File: src/sv/cdda_pkg.sv
package cdda_pkg;

    // calendar limits
    localparam int YEAR_MAX   = 9999;
    localparam int DELTA_BITS = 20;

    // field widths
    localparam int YEAR_W  = 14;
    localparam int MONTH_W = 4;
    localparam int DAY_W   = 5;
    localparam int CNT_W   = 20;

    // signed day offset inside the month: holds day - 1 plus any delta
    localparam int ACC_W = CNT_W + 2;

    // bit that carries the sign of the delta within the day count field
    localparam int SIGN_IDX = (DELTA_BITS <= CNT_W) ? DELTA_BITS - 1 : CNT_W - 1;
    localparam bit DELTA_SIGNED = (DELTA_BITS <= CNT_W);

    // floor(y / 25) == (y * LEAP_RECIP) >> LEAP_SHIFT for every 14-bit year
    localparam int LEAP_SHIFT = 20;
    localparam int RECIP_W    = 16;
    localparam logic [RECIP_W-1:0] LEAP_RECIP = RECIP_W'(41944);
    localparam int PROD_W     = YEAR_W + RECIP_W;
    localparam int QUOT_W     = PROD_W - LEAP_SHIFT;

    localparam logic [YEAR_W-1:0]  YEAR_TOP    = YEAR_W'(YEAR_MAX);
    localparam logic [YEAR_W-1:0]  YEAR_RESET  = YEAR_W'(1900);
    localparam logic [YEAR_W-1:0]  YEAR_EPOCH  = YEAR_W'(1970);
    localparam logic [YEAR_W-1:0]  YEAR_FIRST  = YEAR_W'(1);
    localparam logic [MONTH_W-1:0] MONTH_JAN   = MONTH_W'(1);
    localparam logic [MONTH_W-1:0] MONTH_FEB   = MONTH_W'(2);
    localparam logic [MONTH_W-1:0] MONTH_DEC   = MONTH_W'(12);
    localparam logic [DAY_W-1:0]   DEC_DAYS    = DAY_W'(31);

    localparam logic [DAY_W-1:0] MONTH_LEN [16] = '{
        5'd0, 5'd31, 5'd28, 5'd31, 5'd30, 5'd31, 5'd30, 5'd31,
        5'd31, 5'd30, 5'd31, 5'd30, 5'd31, 5'd0, 5'd0, 5'd0
    };

    typedef enum logic {
        CMD_LOAD = 1'b0,
        CMD_ADD  = 1'b1
    } t_cmd;

    typedef enum logic [1:0] {
        ST_OK       = 2'd0,
        ST_BAD_LOAD = 2'd1,
        ST_UNDER    = 2'd2,
        ST_OVER     = 2'd3
    } t_status;

    typedef enum logic [2:0] {
        S_IDLE,
        S_LEAP_MUL,
        S_LEAP_REM,
        S_CHECK,
        S_ROLL,
        S_FIN
    } t_state;

    // outcome of one roll step
    typedef struct packed {
        logic               under;
        logic               over;
        logic               done;
        logic               year_chg;
        logic [YEAR_W-1:0]  year;
        logic [MONTH_W-1:0] month;
        logic [ACC_W-1:0]   acc;
    } t_roll;

    // month length, zero for codes that are not a month
    function automatic logic [DAY_W-1:0] f_month_len(input logic [MONTH_W-1:0] m,
                                                      input logic leap);
        logic [DAY_W-1:0] len;
        len = MONTH_LEN[m];
        if (m == MONTH_FEB && leap) begin
            len = len + DAY_W'(1);
        end
        return len;
    endfunction

    // low DELTA_BITS bits of the day count, sign extended
    function automatic logic [ACC_W-1:0] f_delta(input logic [CNT_W-1:0] raw);
        logic [ACC_W-1:0] d;
        for (int i = 0; i < ACC_W; i++) begin
            if (i < DELTA_BITS && i < CNT_W) begin
                d[i] = raw[i];
            end else if (i < DELTA_BITS) begin
                d[i] = 1'b0;
            end else begin
                d[i] = DELTA_SIGNED ? raw[SIGN_IDX] : 1'b0;
            end
        end
        return d;
    endfunction

    // low DELTA_BITS bits of the day count, unsigned
    function automatic logic [ACC_W-1:0] f_day_raw(input logic [CNT_W-1:0] raw);
        logic [ACC_W-1:0] d;
        for (int i = 0; i < ACC_W; i++) begin
            d[i] = (i < DELTA_BITS && i < CNT_W) ? raw[i] : 1'b0;
        end
        return d;
    endfunction

endpackage

File: src/sv/cdda_leap.sv
module cdda_leap (
    input  logic                        i_clk,
    input  logic [cdda_pkg::YEAR_W-1:0] i_year,
    output logic                        o_leap
);

    logic [cdda_pkg::PROD_W-1:0] r_prod;
    logic [cdda_pkg::YEAR_W-1:0] r_year_d;
    logic                        r_leap;
    logic [cdda_pkg::QUOT_W-1:0] quot;
    logic [cdda_pkg::YEAR_W:0]   quot_x25;
    logic [cdda_pkg::YEAR_W:0]   rem;
    logic                        div25;
    logic                        n_leap;

    // stage one: reciprocal multiply for the divide by 25
    always_ff @(posedge i_clk) begin
        r_prod   <= cdda_pkg::PROD_W'(i_year) * cdda_pkg::PROD_W'(cdda_pkg::LEAP_RECIP);
        r_year_d <= i_year;
    end

    // stage two: remainder by shift and add, then the leap rule
    always_comb begin
        quot     = r_prod[cdda_pkg::PROD_W-1:cdda_pkg::LEAP_SHIFT];
        quot_x25 = (cdda_pkg::YEAR_W+1)'({quot, 4'b0000})
                 + (cdda_pkg::YEAR_W+1)'({quot, 3'b000})
                 + (cdda_pkg::YEAR_W+1)'(quot);
        rem      = (cdda_pkg::YEAR_W+1)'(r_year_d) - quot_x25;
        div25    = (rem == '0);
        // divisible by 4, and not by 100 unless by 400 (16 and 25)
        n_leap   = (r_year_d[1:0] == 2'b00) && (!div25 || r_year_d[3:2] == 2'b00);
    end

    always_ff @(posedge i_clk) begin
        r_leap <= n_leap;
    end

    assign o_leap = r_leap;

endmodule

File: src/sv/cdda_roll.sv
module cdda_roll (
    input  logic [cdda_pkg::YEAR_W-1:0]  i_year,
    input  logic [cdda_pkg::MONTH_W-1:0] i_month,
    input  logic [cdda_pkg::ACC_W-1:0]   i_acc,
    input  logic                         i_leap,
    output cdda_pkg::t_roll              o_roll
);

    logic                         neg;
    logic [cdda_pkg::DAY_W-1:0]   len_cur;
    logic [cdda_pkg::DAY_W-1:0]   len_prev;
    logic [cdda_pkg::DAY_W-1:0]   len_sel;
    logic [cdda_pkg::ACC_W-1:0]   addend;
    logic                         past_end;

    always_comb begin
        neg      = i_acc[cdda_pkg::ACC_W-1];
        len_cur  = cdda_pkg::f_month_len(i_month, i_leap);
        len_prev = cdda_pkg::f_month_len(i_month - cdda_pkg::MONTH_W'(1), i_leap);
        past_end = !neg && (i_acc >= cdda_pkg::ACC_W'(len_cur));

        // year wraps always cross december, so its length is fixed
        if (neg) begin
            len_sel = (i_month == cdda_pkg::MONTH_JAN) ? cdda_pkg::DEC_DAYS : len_prev;
        end else begin
            len_sel = (i_month == cdda_pkg::MONTH_DEC) ? cdda_pkg::DEC_DAYS : len_cur;
        end
        addend = neg ? cdda_pkg::ACC_W'(len_sel) : -cdda_pkg::ACC_W'(len_sel);

        o_roll          = '0;
        o_roll.year     = i_year;
        o_roll.month    = i_month;
        o_roll.acc      = i_acc + addend;

        if (neg) begin
            if (i_month == cdda_pkg::MONTH_JAN) begin
                if (i_year == cdda_pkg::YEAR_FIRST) begin
                    o_roll.under = 1'b1;
                end else begin
                    o_roll.year     = i_year - cdda_pkg::YEAR_W'(1);
                    o_roll.month    = cdda_pkg::MONTH_DEC;
                    o_roll.year_chg = 1'b1;
                end
            end else begin
                o_roll.month = i_month - cdda_pkg::MONTH_W'(1);
            end
        end else if (past_end) begin
            if (i_month == cdda_pkg::MONTH_DEC) begin
                if (i_year == cdda_pkg::YEAR_TOP) begin
                    o_roll.over = 1'b1;
                end else begin
                    o_roll.year     = i_year + cdda_pkg::YEAR_W'(1);
                    o_roll.month    = cdda_pkg::MONTH_JAN;
                    o_roll.year_chg = 1'b1;
                end
            end else begin
                o_roll.month = i_month + cdda_pkg::MONTH_W'(1);
            end
        end else begin
            o_roll.done = 1'b1;
        end
    end

endmodule

File: src/sv/calendar_date_day_adder.sv
// channel   direction  handshake                  payload
// request   in         i_in_valid / o_in_stall    i_cmd i_year_in i_month_in i_day_count
// result    out        o_out_valid / i_out_stall  o_year_out o_month_out o_day_out o_status
//
// load: leap test (S_LEAP_MUL, S_LEAP_REM), then S_CHECK and S_FIN to the result
// adjust: leap test, an S_ROLL step per month, a new leap test per year boundary
//   crossed, then S_FIN; a full 20-bit delta steps about 17,200 months and 1,400 years
// the request side stalls from acceptance until the result sits in the output register
// a stalled result is held; a new request may be accepted while it waits
// synchronous active-low reset restores 1900-01-01, no result pending
module calendar_date_day_adder (
    input  logic                         i_clk,
    input  logic                         i_rst_n,
    input  logic                         i_in_valid,
    output logic                         o_in_stall,
    input  logic                         i_cmd,
    input  logic [cdda_pkg::YEAR_W-1:0]  i_year_in,
    input  logic [cdda_pkg::MONTH_W-1:0] i_month_in,
    input  logic signed [cdda_pkg::CNT_W-1:0] i_day_count,
    output logic                         o_out_valid,
    input  logic                         i_out_stall,
    output logic [cdda_pkg::YEAR_W-1:0]  o_year_out,
    output logic [cdda_pkg::MONTH_W-1:0] o_month_out,
    output logic [cdda_pkg::DAY_W-1:0]   o_day_out,
    output logic [1:0]                   o_status
);

    // working date: year, month and signed offset from the first of the month;
    // between requests it is the stored date with offset = day - 1
    cdda_pkg::t_state             r_state, n_state;
    logic [cdda_pkg::YEAR_W-1:0]  r_year, n_year;
    logic [cdda_pkg::MONTH_W-1:0] r_month, n_month;
    logic [cdda_pkg::ACC_W-1:0]   r_acc, n_acc;
    cdda_pkg::t_cmd               r_cmd, n_cmd;
    cdda_pkg::t_status            r_status, n_status;

    // output register
    logic                         r_out_valid, n_out_valid;
    logic [cdda_pkg::YEAR_W-1:0]  r_o_year, n_o_year;
    logic [cdda_pkg::MONTH_W-1:0] r_o_month, n_o_month;
    logic [cdda_pkg::DAY_W-1:0]   r_o_day, n_o_day;
    cdda_pkg::t_status            r_o_status, n_o_status;

    logic                         leap;
    cdda_pkg::t_roll              roll;
    logic                         accept;
    logic                         out_free;
    logic [cdda_pkg::DAY_W-1:0]   load_len;
    logic                         load_ok;

    // leap test of the working year, delayed behind it by r_prod and then r_leap
    cdda_leap u_leap (
        .i_clk  (i_clk),
        .i_year (r_year),
        .o_leap (leap)
    );

    // one month step forward or back
    cdda_roll u_roll (
        .i_year  (r_year),
        .i_month (r_month),
        .i_acc   (r_acc),
        .i_leap  (leap),
        .o_roll  (roll)
    );

    assign accept   = i_in_valid && !o_in_stall;
    assign out_free = !r_out_valid || !i_out_stall;

    // load check: offset holds the raw day here
    assign load_len = cdda_pkg::f_month_len(r_month, leap);
    assign load_ok  = (r_year >= cdda_pkg::YEAR_FIRST) && (r_year <= cdda_pkg::YEAR_TOP)
                   && (r_acc != '0) && (r_acc <= cdda_pkg::ACC_W'(load_len));

    // next state
    always_comb begin
        n_state = r_state;
        case (r_state)
            cdda_pkg::S_IDLE: begin
                if (accept) begin
                    n_state = cdda_pkg::S_LEAP_MUL;
                end
            end
            cdda_pkg::S_LEAP_MUL: begin
                n_state = cdda_pkg::S_LEAP_REM;
            end
            cdda_pkg::S_LEAP_REM: begin
                n_state = (r_cmd == cdda_pkg::CMD_LOAD) ? cdda_pkg::S_CHECK : cdda_pkg::S_ROLL;
            end
            cdda_pkg::S_CHECK: begin
                n_state = cdda_pkg::S_FIN;
            end
            cdda_pkg::S_ROLL: begin
                if (roll.under || roll.over || roll.done) begin
                    n_state = cdda_pkg::S_FIN;
                end else if (roll.year_chg) begin
                    // new year needs a fresh leap test
                    n_state = cdda_pkg::S_LEAP_MUL;
                end
            end
            cdda_pkg::S_FIN: begin
                if (out_free) begin
                    n_state = cdda_pkg::S_IDLE;
                end
            end
            default: begin
                n_state = cdda_pkg::S_IDLE;
            end
        endcase
    end

    // datapath and outputs
    always_comb begin
        n_year      = r_year;
        n_month     = r_month;
        n_acc       = r_acc;
        n_cmd       = r_cmd;
        n_status    = r_status;
        n_out_valid = r_out_valid && i_out_stall;
        n_o_year    = r_o_year;
        n_o_month   = r_o_month;
        n_o_day     = r_o_day;
        n_o_status  = r_o_status;
        o_in_stall  = (r_state != cdda_pkg::S_IDLE);

        case (r_state)
            cdda_pkg::S_IDLE: begin
                if (accept) begin
                    n_cmd    = cdda_pkg::t_cmd'(i_cmd);
                    n_status = cdda_pkg::ST_OK;
                    if (i_cmd == cdda_pkg::CMD_LOAD) begin
                        n_year  = i_year_in;
                        n_month = i_month_in;
                        n_acc   = cdda_pkg::f_day_raw(i_day_count);
                    end else begin
                        n_acc   = r_acc + cdda_pkg::f_delta(i_day_count);
                    end
                end
            end
            cdda_pkg::S_CHECK: begin
                if (load_ok) begin
                    n_acc = r_acc - cdda_pkg::ACC_W'(1);
                end else begin
                    // invalid load falls back to the epoch
                    n_year   = cdda_pkg::YEAR_EPOCH;
                    n_month  = cdda_pkg::MONTH_JAN;
                    n_acc    = '0;
                    n_status = cdda_pkg::ST_BAD_LOAD;
                end
            end
            cdda_pkg::S_ROLL: begin
                if (roll.under) begin
                    n_year   = cdda_pkg::YEAR_FIRST;
                    n_month  = cdda_pkg::MONTH_JAN;
                    n_acc    = '0;
                    n_status = cdda_pkg::ST_UNDER;
                end else if (roll.over) begin
                    // saturate at the last day of the last year
                    n_year   = cdda_pkg::YEAR_TOP;
                    n_month  = cdda_pkg::MONTH_DEC;
                    n_acc    = cdda_pkg::ACC_W'(cdda_pkg::DEC_DAYS) - cdda_pkg::ACC_W'(1);
                    n_status = cdda_pkg::ST_OVER;
                end else if (!roll.done) begin
                    n_year  = roll.year;
                    n_month = roll.month;
                    n_acc   = roll.acc;
                end
            end
            cdda_pkg::S_FIN: begin
                if (out_free) begin
                    n_out_valid = 1'b1;
                    n_o_year    = r_year;
                    n_o_month   = r_month;
                    n_o_day     = r_acc[cdda_pkg::DAY_W-1:0] + cdda_pkg::DAY_W'(1);
                    n_o_status  = r_status;
                end
            end
            default: begin
            end
        endcase
    end

    always_ff @(posedge i_clk) begin
        if (!i_rst_n) begin
            r_state     <= cdda_pkg::S_IDLE;
            r_year      <= cdda_pkg::YEAR_RESET;
            r_month     <= cdda_pkg::MONTH_JAN;
            r_acc       <= '0;
            r_cmd       <= cdda_pkg::CMD_LOAD;
            r_status    <= cdda_pkg::ST_OK;
            r_out_valid <= 1'b0;
        end else begin
            r_state     <= n_state;
            r_year      <= n_year;
            r_month     <= n_month;
            r_acc       <= n_acc;
            r_cmd       <= n_cmd;
            r_status    <= n_status;
            r_out_valid <= n_out_valid;
        end
    end

    always_ff @(posedge i_clk) begin
        r_o_year   <= n_o_year;
        r_o_month  <= n_o_month;
        r_o_day    <= n_o_day;
        r_o_status <= n_o_status;
    end

    assign o_out_valid = r_out_valid;
    assign o_year_out  = r_o_year;
    assign o_month_out = r_o_month;
    assign o_day_out   = r_o_day;
    assign o_status    = r_o_status;

    // stored date between requests is always a real date
    a_idle_date: assert property (@(posedge i_clk) disable iff (!i_rst_n)
        (r_state == cdda_pkg::S_IDLE) |->
            (r_month >= cdda_pkg::MONTH_JAN && r_month <= cdda_pkg::MONTH_DEC
             && !r_acc[cdda_pkg::ACC_W-1] && r_acc < cdda_pkg::ACC_W'(31)))
        else $error("stored date out of range");

    // a finished request with a free output register is published next cycle
    a_fin_publish: assert property (@(posedge i_clk) disable iff (!i_rst_n)
        (r_state == cdda_pkg::S_FIN && out_free) |=>
            (r_out_valid && r_state == cdda_pkg::S_IDLE))
        else $error("finished request not published");

    // underflow always reports the first day of year one
    a_under_date: assert property (@(posedge i_clk) disable iff (!i_rst_n)
        (o_out_valid && o_status == cdda_pkg::ST_UNDER) |->
            (o_year_out == cdda_pkg::YEAR_FIRST && o_month_out == cdda_pkg::MONTH_JAN
             && o_day_out == cdda_pkg::DAY_W'(1)))
        else $error("underflow result is not the first day");

    // the roll never leaves the calendar range
    a_roll_range: assert property (@(posedge i_clk) disable iff (!i_rst_n)
        (r_state == cdda_pkg::S_ROLL) |->
            (r_year >= cdda_pkg::YEAR_FIRST && r_year <= cdda_pkg::YEAR_TOP))
        else $error("roll year out of range");

endmodule

File: config.mk
export PLATFORM = sky130hd
export DESIGN_NAME = calendar_date_day_adder
export DESIGN_NICKNAME = d
export VERILOG_FILES = /design/src/sv/cdda_pkg.sv /design/src/sv/cdda_leap.sv /design/src/sv/cdda_roll.sv /design/src/sv/calendar_date_day_adder.sv
export SDC_FILE = /design/constraint.sdc
export NUM_CORES = 1
export LEC_CHECK = 0
export BUFFER_PORTS_ARGS = -buffer_cell sky130_fd_sc_hd__clkbuf_2
export CAP_MARGIN = 0
export CORE_UTILIZATION = 45
export CTS_BUF_LIST = sky130_fd_sc_hd__clkbuf_8
export DETAILED_ROUTE_END_ITERATION = 12
export SETUP_SLACK_MARGIN = 0.2
export SLEW_MARGIN = 25
export SYNTH_ARGS = -nofsm -noshare
export SYNTH_HDL_FRONTEND = slang
export SYNTH_SLANG_ARGS = --single-unit
File: constraint.sdc
create_clock -name i_clk -period 7.9 [get_ports i_clk]
set_input_delay 1.58 -clock i_clk [delete_from_list [all_inputs] [get_ports i_clk]]
set_output_delay 1.58 -clock i_clk [all_outputs]
set_load 0.05 [all_outputs]
# Word-level counts from Yosys, hierarchy flattened
# Memories as Yosys holds them, arrays and structs flattened.
# Index checks and enable logic that the tools add are counted.
# W data, S select, Z words.
[totals] romBits=160 out_inout_bits=27 memories=2 word_cells=216 in_bits=43 ff_bits=114
[op_classes] muxes=120 order_cmp=6 bitwise=2 n_eq_ne=25 n_reduce_logical=32 add_sub_neg=14 multipliers=1
[memory_table] memory="(name not given)" words=16 word_bits=5 read_ports=1 rd_clocked_by_memory_dff=0 wr=0 line="cdda_pkg.sv:77" source="len = MONTH_LEN[m];"
[memory_table] memory="(name not given)" words=16 word_bits=5 read_ports=1 rd_clocked_by_memory_dff=0 wr=0 line="cdda_pkg.sv:77"
[ops] cell="$mux W22" n=7
[ops] cell="$mux W14" n=6
[ops] cell="$mux W19" n=4
[ops] cell="$mux W1" n=69
[ops] cell="$pmux W22 S3" n=1
[ops] cell="$mux W5" n=9
[ops] cell="$add A22 B22 Y22" n=2
[ops] cell="$pmux W14 S3" n=1
[ops] cell="$mux W4" n=8
[ops] cell="$mux W15" n=2
[ops] cell="$mul A14 B13 Y27 const B" n=1
[ops] cell="$ge A22 B5 Y1" n=1
[ops] cell="$le A22 B5 Y1" n=1
[ops] cell="$neg A5 Y22" n=1
[ops] cell="$reduce_bool A22 Y1" n=1
[ops] cell="$sub A22 B1 Y22 const B" n=1
[ops] cell="$pmux W3 S6" n=1
[ops] cell="$add A14 B13 Y15" n=1
[ops] cell="$add A15 B10 Y15" n=1
[ops] cell="$add A5 B1 Y5 const B" n=3
[ops] cell="$logic_not A15 Y1" n=1
[ops] cell="$mux W3" n=5
[ops] cell="$ne A5 B4 Y1 const B" n=3
[ops] cell="$sub A14 B15 Y15" n=1
[ops] cell="35 further kinds" n=69

# Longest topological paths before layout
# Gate-level depths: netlist of the first run.
[depth] word_depth=16 depth_mapped=25 ltp_nobuf=24

# Modules after synthesis
# From an unflattened synthesis of the first run, not the netlist that was laid out.
[unflattened] hier_cells=1474 area_unflattened_um2=12728.5
[by_module_without_submodules] module="cdda_leap" n_inst=1 seq_area_each_um2=500.5 cells_each=498 area_each_um2=5052.3
[by_module_without_submodules] module="calendar_date_day_adder" n_inst=1 seq_area_each_um2=1691.6 cells_each=578 area_each_um2=4916.0
[by_module_without_submodules] module="cdda_roll" n_inst=1 seq_area_each_um2=0.0 cells_each=398 area_each_um2=2760.1

# Least setup slack after synthesis of the first run
# Ideal clock, no wire load.
[synth_timing] kind="register -> register" startpoint="reg r_month[0] (netlist name)" endpoint="reg r_acc[20] (netlist name)" slack_ns=2.196 setup_time_ns=0.123 period_less_slack_ns=5.704 required_time_ns=7.777 path_stages_with_launch=25 n_path_buf=1 arrival_ns=5.582 path_cell_list="dfxtp_1 > buf_2 > clkinv_1 > ha_1 > ha_1 > inv_1 > o41ai_1 > inv_1 > ha_1 > nand3_1 > a2111o_1 > a21oi_2 > a21oi_2 > a2111oi_2 > ha_1 > o21a_1 > ha_1 > or3_1 > o21bai_1 > a21oi_1 > a21oi_1 > o41ai_2 > o21ai_0 > xnor2_1 > o21ai_1"
[synth_via] elab_chain_cells=16 word_cells_on_any_way=42 classes_between="add/sub: 5; order compare: 2; eq/ne: 5; mux: 21; bitwise: 2; reduce/logical: 5; memory: 2"
[synth_lines] item="start: declaration" line="calendar_date_day_adder.sv:32" source="logic [cdda_pkg::MONTH_W-1:0] r_month, n_month;"
[synth_lines] item="start signal: assignment" line="calendar_date_day_adder.sv:187" source="r_month <= cdda_pkg::MONTH_JAN;"
[synth_lines] item="start signal: assignment" line="calendar_date_day_adder.sv:195" source="r_month <= n_month;"
[synth_lines] item="$sub A4 B1 Y4" line="cdda_roll.sv:19" source="len_prev = cdda_pkg::f_month_len(i_month - cdda_pkg::MONTH_W'(1), i_leap);"
[synth_lines] item="$not A4 Y5 (not written as such)" line="cdda_pkg.sv:77"
[synth_lines] item="$mem_v2 Z16 W5"
[synth_lines] item="$mux W5 (not written as such) (2 in series)" line="cdda_pkg.sv:77"
[synth_lines] item="$add A5 B1 Y5" line="cdda_pkg.sv:79" source="len = len + DAY_W'(1);"
[synth_lines] item="$mux W5" line="cdda_pkg.sv:78" source="if (m == MONTH_FEB && leap) begin"
[synth_lines] item="$mux W5" line="cdda_roll.sv:24" source="len_sel = (i_month == cdda_pkg::MONTH_JAN) ? cdda_pkg::DEC_DAYS : len_prev;"
[synth_lines] item="$mux W5" line="cdda_roll.sv:23" source="if (neg) begin"
[synth_lines] item="$neg A5 Y22" line="cdda_roll.sv:28" source="addend = neg ? cdda_pkg::ACC_W'(len_sel) : -cdda_pkg::ACC_W'(len_sel);"
[synth_lines] item="$mux W22" line="cdda_roll.sv:28"
[synth_lines] item="$add A22 B22 Y22" line="cdda_roll.sv:33" source="o_roll.acc = i_acc + addend;"
[synth_lines] item="$mux W22" line="calendar_date_day_adder.sv:163" source="end else if (!roll.done) begin"
[synth_lines] item="$mux W22" line="calendar_date_day_adder.sv:157" source="end else if (roll.over) begin"
[synth_lines] item="$mux W22" line="calendar_date_day_adder.sv:152" source="if (roll.under) begin"
[synth_lines] item="$pmux W22 S3" line="calendar_date_day_adder.sv:126" source="case (r_state)"
[synth_lines] item="end signal: assignment" line="calendar_date_day_adder.sv:196" source="r_acc <= n_acc;"
[synth_lines] item="end: declaration" line="calendar_date_day_adder.sv:33" source="logic [cdda_pkg::ACC_W-1:0] r_acc, n_acc;"
# Parallel ways exist; a longest one is shown, timed or not. The select of a mux whose other input is x is not followed.
# A chain may end at the register's enable or synchronous reset.

# Worst setup path in the final report of the first run
# Ends and elaborated chain as after synthesis.

==> flow_metrics.py, run 1 <==
metrics = {
    "job": {
        "maxCapViolations": 0,
    },
    "detailed_routing": {
        "remaining_drc_errors": 0,
        "drt_iter0_markers": 983,
        "ant_nets": 0,
        "vias_per_cell": 5.83,
        "num_vias": 10400,
        "wirelength_um": 33500,
        "drtPass1Iterations": 5,
        "post_drt_wl_per_cell_um": 18.8,
    },
    "place": {
        "hpwl_um": 26600,
        "io_buffers": 69,
        "gp_congestion": 0.960,
    },
    "logic_synthesis": {
        "synth-compound-area-share_pct": 21.4,
        "yosys.cell_count.top_type": "ha_1",
        "synth.largest_area_cell": "ha_1",
        "synth_simple_gate_area_share_pct": 13.5,
        "synth-seq-cells": 97,
        "syn_avg_cell_area_um2": 8.88,
        "synth_edf_count": 25,
        "synth_cell_types": 99,
        "async_flop_share_pct": 0,
        "synthFlopType": "dfxtp_1",
        "syn_nets": 1721,
        "yosys-top-cells-count": "209 x ha_1, 171 x inv_1, 111 x a21oi_1",
        "synth_top_area_share_pct": 21.2,
        "yosysSeqAreaShare_pct": 17.8,
        "synth_area_leaders": "ha_1 21%, fa_1 13%, dfxtp_1 12%, edfxtp_1 6.1%, inv_1 5.2%",
        "synth.area.mux_share_pct": 1.18,
        "synth_top_family_by_area": "adder cells",
        "syn_inst": 1388,
        "yosys_warnings": 0,
        "synth_fa_ha_area_share_pct": 34.4,
        "synth-xor-area-share_pct": 4.48,
        "syn_area_um2": 12300,
    },
    "die": {
        "die_h_um": 167,
        "coreArea_um2": 26900,
        "num_rows": 60,
        "initial_core_util_pct": 45.8,
        "dieArea_um2": 28000,
        "num_io_pins": 70,
        "die_w_um": 167,
    },
    "layout": {
        "n_antenna_cell": 0,
        "area_delta_synth_final_pct": 6.15,
        "drive_above_1_share_pct": 9.44,
        "nNetsFinal": 1768,
    },
    "grt": {
        "grt_max_degree": 37,
        "grt_pass1_vias": 9824,
        "antenna_found_initial": 1,
        "grt_use_total_pct": 24.4,
        "overflow": 0,
        "grt_first_pass_wirelength_um": 53400,
    },
    "sta": {
        "skew_ps": 15.7,
        "period_needed_ps": 6630,
        "tns_ps": 0,
        "post-route-period-util_pct": 84.0,
        "fmax_mhz": 151,
        "slew_violations": 0,
        "rsz0062_at_grt": "no",
        "finalSetupViolations": 0,
        "slew_headroom_pct": 35.4,
        "worst_pin_slew_ps": 962,
        "hold_viol": 0,
    },
    "clocking": {
        "root_buffer": "clkbuf_8",
        "numCtsBuffers": 9,
        "cts.sinks": 97,
        "post_cts_buffers": 0,
        "cts_tree": "done",
        "clk_latency_ps": 400,
        "cts_resized": 0,
        "holdBufCountCts": 0,
        "clkTransAtPathRegs_ps": 120,
        "cts.path.max_buffers": 2,
        "cts-htree-levels": 3,
    },
    "min_path": {
        "hold_path_depth": 2,
        "min-delay-start": "r_cmd",
        "hp-class": "reg2reg",
        "whs_endpoint": "r_cmd",
    },
    "critical_path": {
        "critical_path_required_ps": 8200,
        "worst_r2r_endpoint": "r_acc[20]",
        "r2r_setup_slack_ps": 1270,
        "crit_fanout": 18,
        "crit_arrival_ps": 6930,
        "r2r_start": "r_month[0]",
        "cp-start-kind": "register",
        "criticalPathCategory": "reg2reg",
        "crit_path_end_kind": "register",
        "ff2ff_path_depth": 23,
    },
    "status": {
        "status": "completed",
    },
}
[how the worst max path moves through the flow]
| stage | from | end | slack [ps] | cells after the start |
|---|---|---|---|---|
| after global routing | r_month[0] | r_acc[20] | 780 | 23 |
| after CTS | r_month[0] | r_acc[20] | 1310 | 23 |
| after floorplan | r_month[0] | r_acc[20] | 2200 | 24 |
| final | r_month[0] | r_acc[20] | 1270 | 23 |
| after detailed placement | r_month[0] | r_acc[20] | 1340 | 23 |
| after global placement | r_month[0] | r_acc[20] | 1430 | 23 |
[critical path: stages (launching register included)]
cell	delay, ps
dfxtp_1	720
clkinv_1	430
ha_1	390
ha_1	400
inv_1	120
o41ai_1	530
inv_1	100
ha_1	290
nand3_1	70
a2111o_1	400
a21oi_2	190
a21oi_2	90
a2111oi_2	370
ha_1	300
o21a_1	170
ha_1	220
or3_1	330
o21bai_1	180
a21oi_1	270
a21oi_1	160
o41ai_2	370
o21ai_0	170
xnor2_1	180
o21ai_1	80
[registers in the layout (all words and copies together) (netlist names), 2 cells and up]
signal	count
o_day_out	5
o_month_out	4
o_status	2
o_year_out	14
r_acc	22
r_month	4
r_state	3
r_status	2
r_year	14
u_leap.r_prod	10
u_leap.r_year_d	14
[layer usage]
| layer | GRT usage, % | part of all wire, % | vias to the layer above |
|---|---|---|---|
| li1 | - | - | 5063 |
| met1 | 37.2 | 51 | 4959 |
| met2 | 35.4 | 41 | 322 |
| met3 | 4.63 | 6.6 | 34 |
| met4 | 4.99 | 1.3 | 0 |
| met5 | 0 | 0 | - |
[layout make-up]
| class | count | area (um^2) |
|---|---|---|
| Fill cell | 2599 | 13800 |
| Inverter | 172 | 646 |
| Clock buffer | 9 | 124 |
| Timing Repair Buffer | 74 | 383 |
| Multi-Input combinational cell | 1081 | 9250 |
| Sequential cell | 97 | 2190 |
| Tap cell | 341 | 427 |
| Clock inverter | 7 | 61.3 |
[cells by family after synthesis]
kind of cell / after synthesis
AOI/OAI and AO/OA: 395
and+or+nand+nor: 319
adders and majority gates: 290
buffers and inverters: 210
DFF: 97
xor gates and xnor gates: 63
muxes: 14
[metrics by stage]
step | hold WS [ps] | setup WS [ps] | std cells | area (um^2) | utilization [%]
detailed placement | 500 | 1340 | 1765 | 12900 | 48.0
CTS | 517 | 1310 | 1781 | 13100 | 48.7
floorplan | 409 | 2200 | 1388 | 12300 | -
global placement | 487 | 1430 | 1765 | 12900 | 48.0
global route | 536 | 778 | 1781 | 13100 | 48.7
finish | 515 | 1270 | 1781 | 13100 | 48.7
[cells in the final DEF, fill, tap and decap left out, types with 9 or more instances in the layout]
cell type and instances:
xor2_1 18, a21oi_1 110, nor4_1 9, a21o_1 24, inv_1 171, clkbuf_2 69
edfxtp_1 25, nor2b_1 9, a221oi_1 12, nor2_1 75, and3_1 15, o211ai_1 18
a211oi_1 14, o21ai_1 12, clkbuf_8 9, nand2_1 73, a31oi_1 14, o21a_1 14
nand2b_1 14, mux2i_1 10, nand3_1 27, fa_1 81, xnor2_1 45, o21ai_0 80
dfxtp_1 72, ha_1 209, nor3_1 33, or3_1 9
Power of run 1 is not shown: default switching activity piles up to over one toggle a cycle in this logic, so the estimate is an artifact.
==> run 2: changes to the inputs <==
- clock period: 7.9 -> 6 ns (I/O delays scaled with it)
==> run 2 against run 1 <==
  * Register-to-register slack worse by 760 ps
  * Die area stayed put
  * Global-route usage is 0.13 points higher
  * First-iteration DRC count is 7.5% lower
  * Count of clock-buffer cells in the layout stayed put
  * Fmax is 21% higher
  * Final area is 1.4% higher
  * Flip-flop and latch count stayed put
  * Via count is 0.49% higher
  * Non-clock buffer count is 19 higher
  * Sequential share of layout area is 0.24 points lower
  * Critical path type unchanged
  * Largest cell class unchanged
==> flow_metrics.py, run 2 (synthesis results as in run 1) <==
metrics = {
    "grt": {
        "grt_max_degree": 37,
        "grt_pass1_vias": 9922,
        "grt_first_pass_wirelength_um": 54200,
        "overflow": 0,
        "antenna_found_initial": 1,
        "grt_use_total_pct": 24.5,
    },
    "die": {
        "dieArea_um2": 28000,
        "num_rows": 60,
        "initial_core_util_pct": 45.8,
        "coreArea_um2": 26900,
        "die_w_um": 167,
        "die_h_um": 167,
        "num_io_pins": 70,
    },
    "critical_path": {
        "crit_arrival_ps": 5790,
        "ff2ff_path_depth": 23,
        "r2r_start": "r_month[0]",
        "endpoint": "r_acc[20]",
        "worst_r2r_endpoint": "r_acc[20]",
        "crit_path_end_kind": "register",
        "crit_path_frequent_cell": "ha_1",
        "critPathMaxStageDelay_ps": 420,
        "crit_path_start": "r_month[0]",
        "worstPathCellList": "clkinv_1 > ha_1 > ha_1 > inv_1 > o41ai_4 > inv_1 > ha_1 > nand3_1 > a2111o_1 > a21oi_2 > a21oi_2 > a2111oi_4 > ha_1 > o21a_1 > ha_1 > or3_1 > o21bai_1 > a21oi_2 > a21oi_1 > o41ai_2 > o21ai_0 > xnor2_1 > o21ai_1",
        "crit_fanout": 6,
        "critical_path_required_ps": 6300,
        "r2r_setup_slack_ps": 510,
        "criticalPathCategory": "reg2reg",
        "cp-start-kind": "register",
        "slowest_stage": "o41ai_4",
    },
    "status": {
        "status": "completed",
    },
    "layout": {
        "fillerInstances": 2603,
        "drive_above_1_share_pct": 10.8,
        "seq_area_um2": 2190,
        "largest_register_ffs": 22,
        "multi_input_area_um2": 9280,
        "top_register": "r_acc",
        "n_antenna_cell": 0,
        "final_common_cell": "ha_1",
        "nNetsFinal": 1787,
        "final_cell_mix": "209 x ha_1, 171 x inv_1, 109 x a21oi_1, 81 x fa_1, 80 x o21ai_0",
        "fin_area_um2": 13300,
        "area_delta_synth_final_pct": 7.69,
    },
    "detailed_routing": {
        "drt_iter0_markers": 909,
        "vias_per_cell": 5.79,
        "drtPass1Iterations": 5,
        "remaining_drc_errors": 0,
        "wirelength_um": 33700,
        "ant_nets": 0,
        "post_drt_wl_per_cell_um": 18.7,
        "num_vias": 10400,
    },
    "clocking": {
        "cts_tree": "done",
        "clkTransAtPathRegs_ps": 120,
        "numCtsBuffers": 9,
        "root_buffer": "clkbuf_8",
        "cts-htree-levels": 3,
        "cts.path.max_buffers": 2,
        "clk_latency_ps": 400,
        "holdBufCountCts": 0,
        "cts.sinks": 97,
    },
    "sta": {
        "period_needed_ps": 5490,
        "post-route-period-util_pct": 91.5,
        "finalSetupViolations": 0,
        "slew_violations": 0,
        "slew_headroom_pct": 30.9,
        "worst_pin_slew_ps": 1030,
        "skew_ps": 13.1,
        "rsz0062_at_grt": "yes",
        "tns_ps": 0,
        "fmax_mhz": 182,
        "hold_viol": 0,
    },
    "place": {
        "place_area_um2": 13000,
        "gp_congestion": 0.941,
        "io_buffers": 69,
        "hpwl_um": 26900,
    },
    "job": {
        "maxCapViolations": 0,
    },
    "min_path": {
        "hp-class": "reg2reg",
    },
}
[run 2: cell types whose count changed in the layout (fill, tap and decap cells not counted), sizes merged]
cell    previous run  this run
clkinv             3         4
buf                5        24
inv              175       174
[run 2: cell type report]
class,instances,share of cell area (%)
clock inverters,7,0.547
flip-flops and latches,97,16.5
well taps,341,3.22
inverters,172,4.87
clock buffers,9,0.934
multi-input cells,1081,70.0
repair buffers,93,3.96
[run 2: how the worst min path moves through the flow]
stage / startpoint / to / slack, ps / depth (start not counted)
2_1_floorplan: r_status[1] / o_status[1] / 410 / 0
3_3_place_gp: r_cmd / r_cmd / 490 / 2
3_5_place_dp: r_status[1] / o_status[1] / 500 / 0
4_1_cts: r_cmd / r_cmd / 520 / 2
5_1_grt: r_status[1] / o_status[1] / 540 / 0
6_report: u_leap.r_year_d[1] / u_leap.o_leap / 510 / 1
[run 2: worst max-delay path: cells and delay by family (launching register included)]
| family | cells | cell delay [ps] |
|---|---|---|
| and+or+nand+nor | 2 | 410 |
| buffers and inverters | 3 | 300 |
| DFF | 1 | 360 |
| adders and majority gates | 5 | 1370 |
| xor gates and xnor gates | 1 | 170 |
| AOI/OAI and AO/OA | 12 | 2770 |
[run 2: per-layer routing]
layer  track usage (%)  wire (um)  vias to the layer above  part of all wire, %
li1                  -          -                     5101                    -
met1              37.7      17300                     5018                   51
met2              36.4      14300                      284                   42
met3              3.36       1780                       26                  5.3
met4              4.71        359                        0                  1.1
met5                 0          0                        -                    0
[run 2: timing repair]
| item | 4_1_cts | 5_1_grt |
|---|---|---|
| endpoints found under the setup margin | 0 | 11 |
| hold endpoints to repair | 0 | 0 |
| setup buffers | 0 | 2 |
| gates resized for setup | 0 | 4 |
[run 2: per-stage QoR]
| stage | setup WS, ps | util [%] | hold slack (ps) | cells |
|---|---|---|---|---|
| 2_1_floorplan | 296 | - | 409 | 1388 |
| 3_3_place_gp | 471 | 48.4 | 486 | 1782 |
| 3_5_place_dp | 359 | 48.4 | 499 | 1782 |
| 4_1_cts | 321 | 49.2 | 518 | 1798 |
| 5_1_grt | 176 | 49.4 | 536 | 1800 |
| 6_report | 509 | 49.4 | 510 | 1800 |
Power of run 2 is left out for the same reason.
==> run 3: changes to the inputs <==
- clock period: 6 -> 6.5 ns (I/O delays scaled with it)
==> run 3 against run 2 <==
  * Setup slack improved by 120 ps
  * Final area shrank 0.76%
  * First-iteration DRC count decreased by 6.8%
  * Routed wire length fell by 0.43%
  * Utilization shrank 0.38 points
  * Register-to-register slack improved by 120 ps
  * Critical path depth unchanged
  * Non-clock buffer count decreased by 10
==> flow_metrics.py, run 3 (synthesis results as in run 1) <==
metrics = {
    "clocking": {
        "cts.path.max_buffers": 2,
        "holdBufCountCts": 0,
        "root_buffer": "clkbuf_8",
        "numCtsBuffers": 9,
        "cts-htree-levels": 3,
        "clk_latency_ps": 410,
        "cts.sinks": 97,
        "cts_tree": "done",
        "clkTransAtPathRegs_ps": 130,
    },
    "detailed_routing": {
        "wirelength_um": 33600,
        "drt_iter0_markers": 847,
        "ant_nets": 0,
        "remaining_drc_errors": 0,
        "post_drt_wl_per_cell_um": 18.8,
        "drtPass1Iterations": 6,
        "vias_per_cell": 5.83,
        "num_vias": 10400,
    },
    "sta": {
        "fmax_mhz": 170,
        "rsz0062_at_grt": "no",
        "skew_ps": 17.4,
        "slew_violations": 0,
        "worst_pin_slew_ps": 962,
        "tns_ps": 0,
        "hold_viol": 0,
        "finalSetupViolations": 0,
        "post-route-period-util_pct": 90.4,
        "slew_headroom_pct": 35.4,
        "period_needed_ps": 5870,
    },
    "die": {
        "num_io_pins": 70,
        "die_h_um": 167,
        "die_w_um": 167,
        "num_rows": 60,
        "dieArea_um2": 28000,
        "coreArea_um2": 26900,
        "initial_core_util_pct": 45.8,
    },
    "grt": {
        "antenna_found_initial": 1,
        "grt_pass1_vias": 10000,
        "grt_max_degree": 37,
        "grt_use_total_pct": 24.6,
        "overflow": 0,
        "grt_first_pass_wirelength_um": 54500,
    },
    "place": {
        "io_buffers": 69,
        "hpwl_um": 26600,
        "gp_congestion": 0.944,
    },
    "critical_path": {
        "cp-start-kind": "register",
        "critical_path_required_ps": 6800,
        "crit_path_end_kind": "register",
        "criticalPathCategory": "reg2reg",
        "crit_fanout": 9,
        "crit_arrival_ps": 6170,
    },
    "layout": {
        "largest_register_ffs": 22,
        "final_cell_mix": "208 x ha_1, 171 x inv_1, 109 x a21oi_1, 81 x fa_1, 80 x o21ai_0",
        "final_common_cell": "ha_1",
        "area_delta_synth_final_pct": 6.87,
        "nNetsFinal": 1777,
        "n_antenna_cell": 0,
        "drive_above_1_share_pct": 10.2,
        "top_register": "r_acc",
    },
    "job": {
        "maxCapViolations": 0,
    },
    "min_path": {
        "hp-class": "reg2reg",
    },
    "status": {
        "status": "completed",
    },
}
run 3: timing repair:
action / CTS / global route
endpoints found under the hold margin: 0 / 0
resized for setup: 0 / 3
buffers inserted: 0 / 0
endpoints found under the setup margin: 0 / 8
run 3: worst max-delay path, cell delays in order, from the launching register on:
cell and delay (ps):
dfxtp_1 350, clkinv_1 230, ha_2 320, ha_1 370, inv_1 120, o41ai_2 460, inv_1 90, ha_1 290
nand3_1 80, a2111o_1 390, a21oi_2 180, a21oi_2 90, a2111oi_2 390, ha_1 300, o21a_1 180, ha_1 220
or3_1 330, o21bai_1 200, a21oi_2 230, a21oi_1 140, o41ai_2 370, o21ai_0 170, xnor2_1 170, o21ai_1 80
run 3: cell type report:
| cell class | count | area, um^2 |
|---|---|---|
| Tap cell | 341 | 427 |
| Multi-Input combinational cell | 1081 | 9260 |
| Fill cell | 2630 | 13700 |
| Clock buffer | 9 | 124 |
| Timing Repair Buffer | 83 | 450 |
| Clock inverter | 7 | 67.6 |
| Inverter | 172 | 646 |
| Sequential cell | 97 | 2190 |
run 3: through the flow:
stage / util, % / worst slack (ps) / instance area (um^2) / cells / hold slack [ps]
after global placement: 48.2 / 616 / 13000 / 1774 / 474
after floorplan: - / 796 / 12300 / 1388 / 409
after detailed placement: 48.2 / 499 / 13000 / 1774 / 481
final: 49.0 / 627 / 13200 / 1790 / 498
after global routing: 49.0 / 224 / 13200 / 1790 / 515
after CTS: 48.9 / 431 / 13200 / 1790 / 506
run 3: worst paths after layout:
kind                                 start                  end  slack (ps)  cells after the start
worst max-delay path            r_month[0]            r_acc[20]         630                     23
worst min-delay path            r_year[11]  u_leap.r_year_d[11]         500                      0
worst max register to register  r_month[0]            r_acc[20]         630                     23
worst min register to register  r_year[11]  u_leap.r_year_d[11]         500                      0
run 3: metal layers:
metal	GRT usage, %	part of all wire (%)	wire, um	vias to the layer above
met3	3.21	6.4	2150	33
met2	36.2	42	14000	336
met5	0	0	0	-
met1	37.8	50	17000	4992
li1	-	-	-	5078
met4	5.42	1.4	485	0
Power of run 3 is left out for the same reason.
